### src/sv/wgm_pkg.sv
// shared types and constants of the wildcard glob matcher
package wgm_pkg;

    // default pattern store depth
    localparam int MAX_PATTERN_DEF = 64;

    // field widths
    localparam int SYM_W     = 8;
    localparam int FUNC_W    = 2;
    localparam int CFG_IDX_W = 1;
    localparam int CFG_W     = 8;

    // wildcard codes after reset
    localparam logic [SYM_W-1:0] STAR_RESET = 8'd42;
    localparam logic [SYM_W-1:0] ANY_RESET  = 8'd63;

    // item function codes
    typedef enum logic [FUNC_W-1:0] {
        FUNC_PATTERN = 2'd0,
        FUNC_TEXT    = 2'd1,
        FUNC_END     = 2'd2
    } t_func;

    // configuration register indexes
    localparam logic [CFG_IDX_W-1:0] CFG_STAR = 1'd0;
    localparam logic [CFG_IDX_W-1:0] CFG_ANY  = 1'd1;

endpackage

### src/sv/wgm_if.sv
// valid/ready channel interfaces for input items and match results

interface wgm_in_if;
    logic                        valid;
    logic                        ready;
    logic [wgm_pkg::FUNC_W-1:0]  func;
    logic [wgm_pkg::SYM_W-1:0]   symbol;
    logic                        first;

    modport source (output valid, output func, output symbol, output first, input ready);
    modport sink   (input valid, input func, input symbol, input first, output ready);
endinterface

interface wgm_out_if;
    logic valid;
    logic ready;
    logic match;
    logic overflow;

    modport source (output valid, output match, output overflow, input ready);
    modport sink   (input valid, input match, input overflow, output ready);
endinterface

### src/sv/wgm_star_scan.sv
// parallel prefix closure of active positions over runs of stars
module wgm_star_scan #(
    parameter int WIDTH = wgm_pkg::MAX_PATTERN_DEF + 1
) (
    input  logic [WIDTH-1:0] i_gen,
    input  logic [WIDTH-1:0] i_prop,
    output logic [WIDTH-1:0] o_closed
);

    localparam int LEVELS = (WIDTH > 1) ? $clog2(WIDTH) : 1;

    logic [WIDTH-1:0] g_lvl [LEVELS+1];
    logic [WIDTH-1:0] p_lvl [LEVELS+1];

    assign g_lvl[0] = i_gen;
    assign p_lvl[0] = i_prop;

    // kogge-stone levels: position i is set if some earlier set position
    // reaches it through an unbroken chain of star propagates
    for (genvar l = 0; l < LEVELS; l++) begin : g_level
        localparam int DIST = 1 << l;
        for (genvar i = 0; i < WIDTH; i++) begin : g_bit
            if (i >= DIST) begin : g_comb
                assign g_lvl[l+1][i] = g_lvl[l][i] | (p_lvl[l][i] & g_lvl[l][i-DIST]);
                assign p_lvl[l+1][i] = p_lvl[l][i] & p_lvl[l][i-DIST];
            end else begin : g_pass
                assign g_lvl[l+1][i] = g_lvl[l][i];
                assign p_lvl[l+1][i] = p_lvl[l][i];
            end
        end
    end

    assign o_closed = g_lvl[LEVELS];

endmodule

### src/sv/wildcard_glob_matcher_top.sv
// Glob matcher: pattern characters are written into a register row one per
// transaction; text characters then advance a vector with one bit per pattern
// prefix, all bits in parallel, and an end transaction returns match and
// overflow. A new transaction is accepted each cycle unless an end transaction
// waits for a held result; its result passes the input register and then the
// result register. The cycle is set by the star closure, a prefix scan over
// MAX_PATTERN+1 positions with log2 depth, followed by one character compare
// per position. The store has no clearing pass and is ready right after reset.
module wildcard_glob_matcher_top #(
    parameter int MAX_PATTERN = wgm_pkg::MAX_PATTERN_DEF
) (
    input  logic                           i_clk,
    input  logic                           i_rst_n,
    input  logic                           i_cfg_we,
    input  logic [wgm_pkg::CFG_IDX_W-1:0]  i_cfg_idx,
    input  logic [wgm_pkg::CFG_W-1:0]      i_cfg_data,
    wgm_in_if.sink                         i_in,
    wgm_out_if.source                      o_out
);

    localparam int LEN_W = $clog2(MAX_PATTERN + 1);
    localparam int VEC_W = MAX_PATTERN + 1;
    localparam logic [VEC_W-1:0] START_VEC = VEC_W'(1);

    // configuration registers
    logic [wgm_pkg::SYM_W-1:0] r_star;
    logic [wgm_pkg::SYM_W-1:0] r_any;

    // input register
    logic                       r_in_valid;
    logic [wgm_pkg::FUNC_W-1:0] r_func;
    logic [wgm_pkg::SYM_W-1:0]  r_sym;
    logic                       r_first;

    // matcher state
    logic [wgm_pkg::SYM_W-1:0] r_store [MAX_PATTERN];
    logic [LEN_W-1:0]          r_len;
    logic [VEC_W-1:0]          r_act;
    logic                      r_ovf;

    // result register
    logic r_out_valid;
    logic r_out_match;
    logic r_out_ovf;

    logic             in_fire;
    logic             stage_adv;
    logic             stage_fire;
    logic [VEC_W-1:0] base_vec;
    logic [VEC_W-1:0] prop_vec;
    logic [VEC_W-1:0] closed_vec;
    logic [VEC_W-1:0] step_vec;
    logic [MAX_PATTERN-1:0] is_star;
    logic [MAX_PATTERN-1:0] is_lit;
    logic [LEN_W-1:0] len_base;
    logic             store_we;
    logic             out_load;
    logic             hit;
    logic [LEN_W-1:0] n_len;
    logic [VEC_W-1:0] n_act;
    logic             n_ovf;

    // handshakes; an end transaction waits only when the result register is held
    assign stage_adv  = !r_out_valid || o_out.ready || (r_func != wgm_pkg::FUNC_END);
    assign stage_fire = r_in_valid && stage_adv;
    assign i_in.ready = i_rst_n && (!r_in_valid || stage_adv);
    assign in_fire    = i_in.valid && i_in.ready;

    // per position decode of stored pattern characters, star wins over any
    always_comb begin
        for (int i = 0; i < MAX_PATTERN; i++) begin
            is_star[i] = (LEN_W'(i) < r_len) && (r_store[i] == r_star);
            is_lit[i]  = (LEN_W'(i) < r_len) && (r_store[i] != r_star)
                         && ((r_store[i] == r_any) || (r_store[i] == r_sym));
        end
    end

    // text start restarts from position zero
    assign base_vec = ((r_func == wgm_pkg::FUNC_TEXT) && r_first) ? START_VEC : r_act;
    assign prop_vec = {is_star, 1'b0};

    wgm_star_scan #(
        .WIDTH (VEC_W)
    ) u_scan (
        .i_gen    (base_vec),
        .i_prop   (prop_vec),
        .o_closed (closed_vec)
    );

    // one text character step: stars hold, literals and any advance
    always_comb begin
        step_vec = '0;
        for (int i = 0; i < MAX_PATTERN; i++) begin
            step_vec[i]   = step_vec[i] | (closed_vec[i] & is_star[i]);
            step_vec[i+1] = step_vec[i+1] | (closed_vec[i] & is_lit[i]);
        end
    end

    assign hit      = closed_vec[r_len] && !r_ovf;
    assign len_base = r_first ? '0 : r_len;

    // state update decode
    always_comb begin
        n_len    = r_len;
        n_act    = r_act;
        n_ovf    = r_ovf;
        store_we = 1'b0;
        out_load = 1'b0;
        unique case (r_func)
            wgm_pkg::FUNC_PATTERN: begin
                n_act = START_VEC;
                if (len_base < LEN_W'(MAX_PATTERN)) begin
                    store_we = 1'b1;
                    n_len    = len_base + LEN_W'(1);
                    n_ovf    = r_first ? 1'b0 : r_ovf;
                end else begin
                    n_len = len_base;
                    n_ovf = 1'b1;
                end
            end
            wgm_pkg::FUNC_TEXT: begin
                n_act = step_vec;
            end
            wgm_pkg::FUNC_END: begin
                n_act    = START_VEC;
                out_load = 1'b1;
            end
            default: begin
                n_act = r_act;
            end
        endcase
    end

    // control state
    always_ff @(posedge i_clk) begin
        if (!i_rst_n) begin
            r_star      <= wgm_pkg::STAR_RESET;
            r_any       <= wgm_pkg::ANY_RESET;
            r_in_valid  <= 1'b0;
            r_len       <= '0;
            r_act       <= START_VEC;
            r_ovf       <= 1'b0;
            r_out_valid <= 1'b0;
        end else begin
            if (i_cfg_we) begin
                unique case (i_cfg_idx)
                    wgm_pkg::CFG_STAR: r_star <= i_cfg_data;
                    wgm_pkg::CFG_ANY:  r_any  <= i_cfg_data;
                    default:           r_star <= r_star;
                endcase
            end
            if (in_fire) begin
                r_in_valid <= 1'b1;
            end else if (stage_fire) begin
                r_in_valid <= 1'b0;
            end
            if (stage_fire) begin
                r_len <= n_len;
                r_act <= n_act;
                r_ovf <= n_ovf;
            end
            if (stage_fire && out_load) begin
                r_out_valid <= 1'b1;
            end else if (o_out.ready) begin
                r_out_valid <= 1'b0;
            end
        end
    end

    // payload registers
    always_ff @(posedge i_clk) begin
        if (in_fire) begin
            r_func  <= i_in.func;
            r_sym   <= i_in.symbol;
            r_first <= i_in.first;
        end
        if (stage_fire && out_load) begin
            r_out_match <= hit;
            r_out_ovf   <= r_ovf;
        end
    end

    // pattern register row, written at the fill position
    for (genvar i = 0; i < MAX_PATTERN; i++) begin : g_store
        always_ff @(posedge i_clk) begin
            if (stage_fire && store_we && (len_base == LEN_W'(i))) begin
                r_store[i] <= r_sym;
            end
        end
    end

    assign o_out.valid    = r_out_valid;
    assign o_out.match    = r_out_match;
    assign o_out.overflow = r_out_ovf;

endmodule

### src/flat_wrapper.sv
// flat-port wrapper written by rule: the top's interface ports become plain ports
module wildcard_glob_matcher_top_flat 
#(
    parameter int MAX_PATTERN = wgm_pkg::MAX_PATTERN_DEF
)
  (i_clk, i_rst_n, i_cfg_we, i_cfg_idx, i_cfg_data, i_in_valid, i_in_func, i_in_symbol, i_in_first, i_in_ready, o_out_valid, o_out_match, o_out_overflow, o_out_ready);
  wgm_in_if i_in_i ();
  wgm_out_if o_out_i ();
  input  logic i_clk;
  input  logic i_rst_n;
  input  logic i_cfg_we;
  input  logic [wgm_pkg::CFG_IDX_W-1:0] i_cfg_idx;
  input  logic [wgm_pkg::CFG_W-1:0] i_cfg_data;
  input wire logic [$bits(i_in_i.valid)-1:0] i_in_valid;
  input wire logic [$bits(i_in_i.func)-1:0] i_in_func;
  input wire logic [$bits(i_in_i.symbol)-1:0] i_in_symbol;
  input wire logic [$bits(i_in_i.first)-1:0] i_in_first;
  output wire logic [$bits(i_in_i.ready)-1:0] i_in_ready;
  output wire logic [$bits(o_out_i.valid)-1:0] o_out_valid;
  output wire logic [$bits(o_out_i.match)-1:0] o_out_match;
  output wire logic [$bits(o_out_i.overflow)-1:0] o_out_overflow;
  input wire logic [$bits(o_out_i.ready)-1:0] o_out_ready;
  assign i_in_i.valid = i_in_valid;
  assign i_in_i.func = i_in_func;
  assign i_in_i.symbol = i_in_symbol;
  assign i_in_i.first = i_in_first;
  assign i_in_ready = i_in_i.ready;
  assign o_out_valid = o_out_i.valid;
  assign o_out_match = o_out_i.match;
  assign o_out_overflow = o_out_i.overflow;
  assign o_out_i.ready = o_out_ready;
  wildcard_glob_matcher_top #(.MAX_PATTERN(MAX_PATTERN)) u_core (.i_clk(i_clk), .i_rst_n(i_rst_n), .i_cfg_we(i_cfg_we), .i_cfg_idx(i_cfg_idx), .i_cfg_data(i_cfg_data), .i_in(i_in_i), .o_out(o_out_i));
endmodule
### config.mk
export PLATFORM = sky130hd
export DESIGN_NAME = wildcard_glob_matcher_top_flat
export DESIGN_NICKNAME = d
export VERILOG_FILES = /design/src/sv/wgm_pkg.sv /design/src/sv/wgm_if.sv /design/src/sv/wgm_star_scan.sv /design/src/sv/wildcard_glob_matcher_top.sv /design/src/flat_wrapper.sv
export SDC_FILE = /design/constraint.sdc
export NUM_CORES = 2
export LEC_CHECK = 0
export BUFFER_PORTS_ARGS = -buffer_cell sky130_fd_sc_hd__buf_2
export CAP_MARGIN = 20
export CORE_ASPECT_RATIO = 1.2
export CORE_MARGIN = 2
export CORE_UTILIZATION = 65
export DETAILED_ROUTE_END_ITERATION = 7
export PLACE_DENSITY = 0.88
export RECOVER_POWER = 50
export SETUP_SLACK_MARGIN = 0.4
export SLEW_MARGIN = 0
export SYNTH_ARGS = -nofsm -noshare
export SYNTH_HDL_FRONTEND = slang
export SYNTH_SLANG_ARGS = --single-unit
### constraint.sdc
create_clock -name i_clk -period 5.1 [get_ports i_clk]
set_input_delay 0.765 -clock i_clk [delete_from_list [all_inputs] [get_ports i_clk]]
set_output_delay 0.765 -clock i_clk [all_outputs]
set_load 0.02 [all_outputs]
Word level (Yosys, flattened, before mapping)
Memories as Yosys holds them, arrays and structs flattened.
Index checks and enable logic that the tools add are counted.
{ "totals": {"ff_bits": 104, "mem_bits_rw": 512, "input_bits": 25, "output_inout_bits": 4, "word_cells": 2253, "mem_count": 1} }
{ "classes": {"add_sub_neg": 1, "magnitude_cmp": 66, "eq_ne": 323, "n_mux": 332, "bitwise": 1111, "reduce_logical": 407} }
{ "memory_table": {"columns": ["name", "depth", "width", "read_ports", "rd_clocked_by_memory_dff", "write_ports", "line_no", "text"], "rows": [
  ["u_core.r_store", 64, 8, 64, 0, 1, "wildcard_glob_matcher_top.sv:36", "logic [wgm_pkg::SYM_W-1:0] r_store [MAX_PATTERN];"]
]} }
{ "op_table": {"columns": ["operator", "n"], "rows": [
  ["$eq 8x8->1", 192],
  ["$and 1x1->1", 719],
  ["$ne 8x8->1", 64],
  ["$mux 8", 63],
  ["$reduce_or 8->1", 63],
  ["$or 1x1->1", 391],
  ["$mux 6", 63],
  ["$logic_and 1x1->1", 263],
  ["$eq 7x6->1 const B", 32],
  ["$lt 6x7->1 const A", 32],
  ["$mux 1", 201],
  ["$pmux 65 s2", 1],
  ["$eq 7x5->1 const B", 16],
  ["$lt 5x7->1 const A", 16],
  ["$logic_or 1x1->1", 67],
  ["$mux 65", 1],
  ["$eq 7x4->1 const B", 8],
  ["$lt 4x7->1 const A", 8],
  ["$eq 7x3->1 const B", 4],
  ["$lt 3x7->1 const A", 4],
  ["$eq 7x2->1 const B", 2],
  ["$lt 1x7->1 const A", 2],
  ["$lt 2x7->1 const A", 2],
  ["$mux 7", 2],
  ["other kinds (17)", 24]
]} }

Longest topological paths before layout
{ "logic_depth": {"depth_word": 72, "mapped_depth": 18} }

Cells and area by module
Synthesis repeated with hierarchy kept, for this count alone.
{ "hier_totals": {"hier_cells": 4083, "area_unflattened_um2": 42231.8} }
{ "by_module_without_submodules": {"columns": ["module", "n_inst", "cells_each", "area_each_um2"], "rows": [
  ["wildcard_glob_matcher_top", 1, 3732, 40226.1],
  ["wgm_star_scan", 1, 351, 2005.7]
]} }

Worst setup path after synthesis
OpenSTA, ideal clock, no wires.
{ "synth_path": {"path_type": "register to register", "startpoint": "register u_core.r_star[0] (netlist bit)", "endpoint": "register u_core.r_out_match (netlist: u_core.o_out.match), data pin", "setup_ns": 0.170, "t_arrival_ns": 3.453, "required_ns": 4.930, "path_slack_ns": 1.477, "stages_incl_launch_ff": 15, "path_buffers": 4, "cell_sequence": "dfxtp_1 -> buf_6 -> buf_2 -> buf_2 -> buf_2 -> xnor2_1 -> nand4_1 -> nor3_1 -> nand4_1 -> or4_1 -> o221ai_1 -> a31o_1 -> a31oi_1 -> a31o_2 -> nor4_2"} }
{ "synth_between": {"elab_chain_len": 18, "word_cells_on_any_way": 1051, "cone_classes": "64 x eq/ne; 2 x mux; 920 x bitwise; 65 x reduce/logical"} }
{ "synth_rtl": {"columns": ["item", "line_no", "text"], "rows": [
  ["start, declared", "wildcard_glob_matcher_top.sv:26", "logic [wgm_pkg::SYM_W-1:0] r_star;"],
  ["start signal, assigned", "wildcard_glob_matcher_top.sv:137", "r_star <= wgm_pkg::STAR_RESET;"],
  ["start signal, assigned", "wildcard_glob_matcher_top.sv:147", "wgm_pkg::CFG_STAR: r_star <= i_cfg_data;"],
  ["start signal, assigned", "wildcard_glob_matcher_top.sv:149", "default: r_star <= r_star;"],
  ["$eq 8x8->1", "wildcard_glob_matcher_top.sv:72", "is_star[i] = (LEN_W'(i) < r_len) && (r_store[i] == r_star);"],
  ["$logic_and 1x1->1", "wildcard_glob_matcher_top.sv:72", null],
  ["$and 1x1->1", "wgm_star_scan.sv:24", "assign g_lvl[l+1][i] = g_lvl[l][i] | (p_lvl[l][i] & g_lvl[l][i-DIST]);"],
  ["$or 1x1->1", "wgm_star_scan.sv:24", null],
  ["$and 1x1->1", "wgm_star_scan.sv:24", null],
  ["$or 1x1->1", "wgm_star_scan.sv:24", null],
  ["$and 1x1->1", "wgm_star_scan.sv:24", null],
  ["$or 1x1->1", "wgm_star_scan.sv:24", null],
  ["[... 2 more ...]", null, null],
  ["$and 1x1->1", "wgm_star_scan.sv:24", null],
  ["$or 1x1->1", "wgm_star_scan.sv:24", null],
  ["$and 1x1->1", "wgm_star_scan.sv:24", null],
  ["$or 1x1->1 (2 in a row)", "wgm_star_scan.sv:24", null],
  ["$bmux 1 s7 (*)", "wildcard_glob_matcher_top.sv:99", "assign hit = closed_vec[r_len] && !r_ovf;"],
  ["$mux 1 (not written as such) (*)", "wildcard_glob_matcher_top.sv:99", null],
  ["$logic_and 1x1->1 (*)", "wildcard_glob_matcher_top.sv:99", null],
  ["via u_core.hit", "wildcard_glob_matcher_top.sv:58", "logic hit;"],
  ["end signal, assigned", "wildcard_glob_matcher_top.sv:178", "r_out_match <= hit;"],
  ["end, declared", "wildcard_glob_matcher_top.sv:43", "logic r_out_match;"]
]} }
The timed path passes the listed nets; every way through them passes the cells marked *. The select of a mux whose other input is x is not followed.
A chain may end at the register's enable or synchronous reset.

Worst setup path after layout
{ "layout_path": {"startpoint": "register u_core.r_sym[3] (netlist bit)", "endpoint": "register u_core.r_act[24]"} }
{ "layout_between": {"elab_chain_len": 6} }
{ "layout_rtl": {"columns": ["item", "line_no", "text"], "rows": [
  ["start, declared", "wildcard_glob_matcher_top.sv:32", "logic [wgm_pkg::SYM_W-1:0] r_sym;"],
  ["start signal, assigned", "wildcard_glob_matcher_top.sv:174", "r_sym <= i_in.symbol;"],
  ["$eq 8x8->1", "wildcard_glob_matcher_top.sv:74", "&& ((r_store[i] == r_any) || (r_store[i] == r_sym));"],
  ["$logic_or 1x1->1", "wildcard_glob_matcher_top.sv:74", null],
  ["$logic_and 1x1->1", "wildcard_glob_matcher_top.sv:74", null],
  ["$and 1x1->1", "wildcard_glob_matcher_top.sv:95", "step_vec[i+1] = step_vec[i+1] | (closed_vec[i] & is_lit[i]);"],
  ["$or 1x1->1", "wildcard_glob_matcher_top.sv:94", "step_vec[i] = step_vec[i] | (closed_vec[i] & is_star[i]);"],
  ["$pmux 65 s2", "wildcard_glob_matcher_top.sv:109", "unique case (r_func)"],
  ["end signal, assigned", "wildcard_glob_matcher_top.sv:159", "r_act <= n_act;"],
  ["end, declared", "wildcard_glob_matcher_top.sv:38", "logic [VEC_W-1:0] r_act;"]
]} }
Every way passes these cells.

==> results.json <==
{
  "run_status": "complete, but fails checks",
  "failed_checks": "capacitance limit, slew limit",
  "die_area_um2": 68880,
  "wl_um": 158800,
  "timing.hold.ws_ns": 0.2967,
  "start_util_pct": 65.79,
  "drtIter0Drc": 4856,
  "worstPathArrival_ns": 5.37,
  "ys.flop_type": "edfxtp_1",
  "cp_slowest_cell": "clkbuf_1",
  "period_share_pct": 93.80,
  "cpLargestDelayFamily": "buffers and inverters",
  "layout-drive-gt1-share_pct": 10.53,
  "max_freq_mhz": 209.0,
  "seq_area_frac_synth_pct": 40.51,
  "placementRows": 103,
  "hp-class": "in -> reg",
  "grt_max_degree": 67,
  "grt_pass1_vias": 36551,
  "crit_chain": "clkbuf_1 -> clkbuf_1 -> xor2_1 -> nor4_1 -> a22oi_1 -> a2111oi_0 -> a21oi_1 -> o21ai_0 -> and2_1",
  "syn_to_final_growth_pct": 10.06,
  "vias": 36968,
  "vdd_drop_max_mv": 0.2930,
  "clockPowerShare_pct": 41.8,
  "drc": 0,
  "p_int_uw": 8690,
  "crit_path_max_incr_delay_ns": 1.42,
  "clock-sinks": 616,
  "ctsHoldBuffers": 0,
  "pwr-share-seq_pct": 47.6,
  "finalHoldViolations": 0,
  "pwr-share-comb_pct": 10.6,
  "cts_inserted_buffers": 66,
  "die_w_um": 239.9,
  "gp_congestion": 1.104,
  "gr-total-overflow": 0,
  "leakage_uw": 0.01466,
  "synthDistinctLibCells": 109,
  "required_ns": 5.69,
  "synth_area_leaders": "edfxtp_1, xnor2_1, xor2_1",
  "post-place-ws_ns": 0.1932,
  "cts_root_buf": "clkbuf_16",
  "synth_top_area_share_pct": 36.32,
  "synth_top_cell_by_area": "edfxtp_1",
  "syn_nets": 4274,
  "synth_edf_count": 525,
  "antenna_found_initial": 3,
  "die_h_um": 287.1,
  "endpoint_kind": "flop",
  "clockBufferDepth": 3,
  "ctsHtreeMaxLevel": 3,
  "syn_area_per_cell_um2": 10.23,
  "nFillCells": 4465,
  "setup_ws_ns": 0.3160,
  "critPathBufInv": 2,
  "final_common_cell": "xnor2_1",
  "cts_tree": "done",
  "synth_area_um2": 43410,
  "path_clk_slew_ns": 0.06,
  "crit_fanout": 16,
  "ys_seq_elements": 616,
  "p_sw_share_pct": 25.55,
  "final_cell_mix": "xnor2_1, xor2_1, edfxtp_1, nand4_1, nand2_1",
  "nets": 4336,
  "crit_path_start_kind": "flop",
  "setup_tns_ns": 0,
  "fin_util_pct": 72.41,
  "clock-skew-final_ns": 0.02892,
  "worst-setup-path-type": "reg -> reg",
  "synth_warnings": 0,
  "hpwl_um": 109200,
  "drtPass1Iterations": 6,
  "slew_viol_final": 400,
  "worstMarginPinSlew_ns": 3.165,
  "cpMostUsedCell": "clkbuf_1",
  "drv_cap": 16,
  "track_usage_pct": 45.58,
  "synth_cells": 4245,
  "stdcell_count": 5253,
  "finalSetupViolCount": 0,
  "power.density_nw_per_um2": 244.3,
  "p_switching_uw": 2982,
  "synthArstFlopShare_pct": 0,
  "clock_latency_ns": 0.64,
  "wl_per_cell_um": 30.23,
  "rsz0062_at_grt": "no",
  "maxSlewHeadroom_pct": -111.3,
  "place_inst": 5131,
  "antenna_left": 0,
  "ios": 29,
  "io_buffers": 28,
  "grt_pass1_wl_um": 232100,
  "coreArea_um2": 65980,
  "vias_per_cell": 7.038,
  "min_period_ns": 4.784
}
[cells by family after synthesis]
group | count (synthesis) | synth area share (%)
AO/OA/AOI/OAI | 606 | 9.610
XOR/XNOR | 1538 | 31.07
adder cells (fa/ha/maj) | 4 | 0.1153
buffers and inverters | 285 | 3.323
flip-flops | 616 | 40.51
multiplexers | 2 | 0.04612
AND/OR/NAND/NOR | 1194 | 15.33
[power groups by stage]
| stage | clock network [uW] | registers, uW | logic, uW |
|---|---|---|---|
| 6_report | 4880 | 5560 | 1240 |
| 5_1_grt | 5060 | 5550 | 1280 |
| 4_1_cts | 4860 | 5550 | 1190 |
| 3_5_place_dp | 0 | 5660 | 1170 |
| 3_3_place_gp | 0 | 5650 | 1130 |
| 2_1_floorplan | 0 | 5590 | 850 |
[flip-flops by register name, summed over array words and instances (netlist names), 2 cells and up]
register	count
u_core.r_store	512
u_core.r_len	7
u_core.r_act	65
u_core.r_any	8
u_core.r_sym	8
u_core.r_star	8
u_core.r_func	2
[what timing repair did]
item / CTS / global route
resized for setup: 2 / 39
pin swaps: 0 / 0
endpoints found under the setup margin: 2 / 15
setup buffers: 0 / 0
[synth_stat cells, drive strengths merged (9+ instances only)]
library cell and n:
a31o 9, nor2 192, a2111oi 9, nand4 271
a21oi 112, dfxtp 91, xor2 577, o22ai 65
a21boi 22, o2111ai 10, a211oi 16, inv 25
a41oi 13, o31ai 15, nand2 221, a31oi 30
nand2b 13, nor3 51, a21o 16, o211ai 14
and2 49, nor2b 49, clkbuf 138, edfxtp 525
and3 19, nand3 82, or2 15, a32oi 13
xnor2 961, o21a 16, o21ai 109, or3 23
a22oi 55, buf 121, o21bai 11, nor4 177
[per-layer routing]
metal | up-vias | routed length [um] | global-route usage (%)
met2 | 2966 | 70880 | 71.25
met4 | 4 | 14440 | 35.16
met1 | 17677 | 54800 | 54.64
met5 | - | 23 | 0
met3 | 896 | 18630 | 10.54
li1 | 15425 | - | -
[stage by stage]
step,total power [uW],cell area [um2]
2_1_floorplan,6444,43410
4_1_cts,11600,47740
6_report,11670,47780
3_3_place_gp,6779,45560
5_1_grt,11900,47770
3_5_place_dp,6827,45560
[path summary, 6_finish.rpt]
path | start | to | slack [ns] | cells past startpoint
max | u_core.r_sym[3]$_DFFE_PP_ | u_core.r_act[24]$_SDFFE_PN0P_ | 0.32 | 9
min | i_in_symbol[2] | u_core.r_sym[2]$_DFFE_PP_ | 0.30 | 1
max reg2reg | u_core.r_sym[3]$_DFFE_PP_ | u_core.r_act[24]$_SDFFE_PN0P_ | 0.32 | 9
min reg2reg | u_core.r_act[62]$_SDFFE_PN0P_ | u_core.r_act[62]$_SDFFE_PN0P_ | 0.50 | 2
[area by class of cell]
class / instances / area (um2) / area share, %
Sequential cell: 616 / 17620 / 36.88
Timing Repair Buffer: 253 / 2190 / 4.583
Clock inverter: 39 / 379.1 / 0.7935
Tap cell: 892 / 1116 / 2.336
Inverter: 26 / 97.59 / 0.2043
Multi-Input combinational cell: 3344 / 24590 / 51.46
Antenna cell: 1 / 2.502 / 0.005238
Clock buffer: 82 / 1784 / 3.735
No activity file was read; power rests on OpenSTA's default activity.
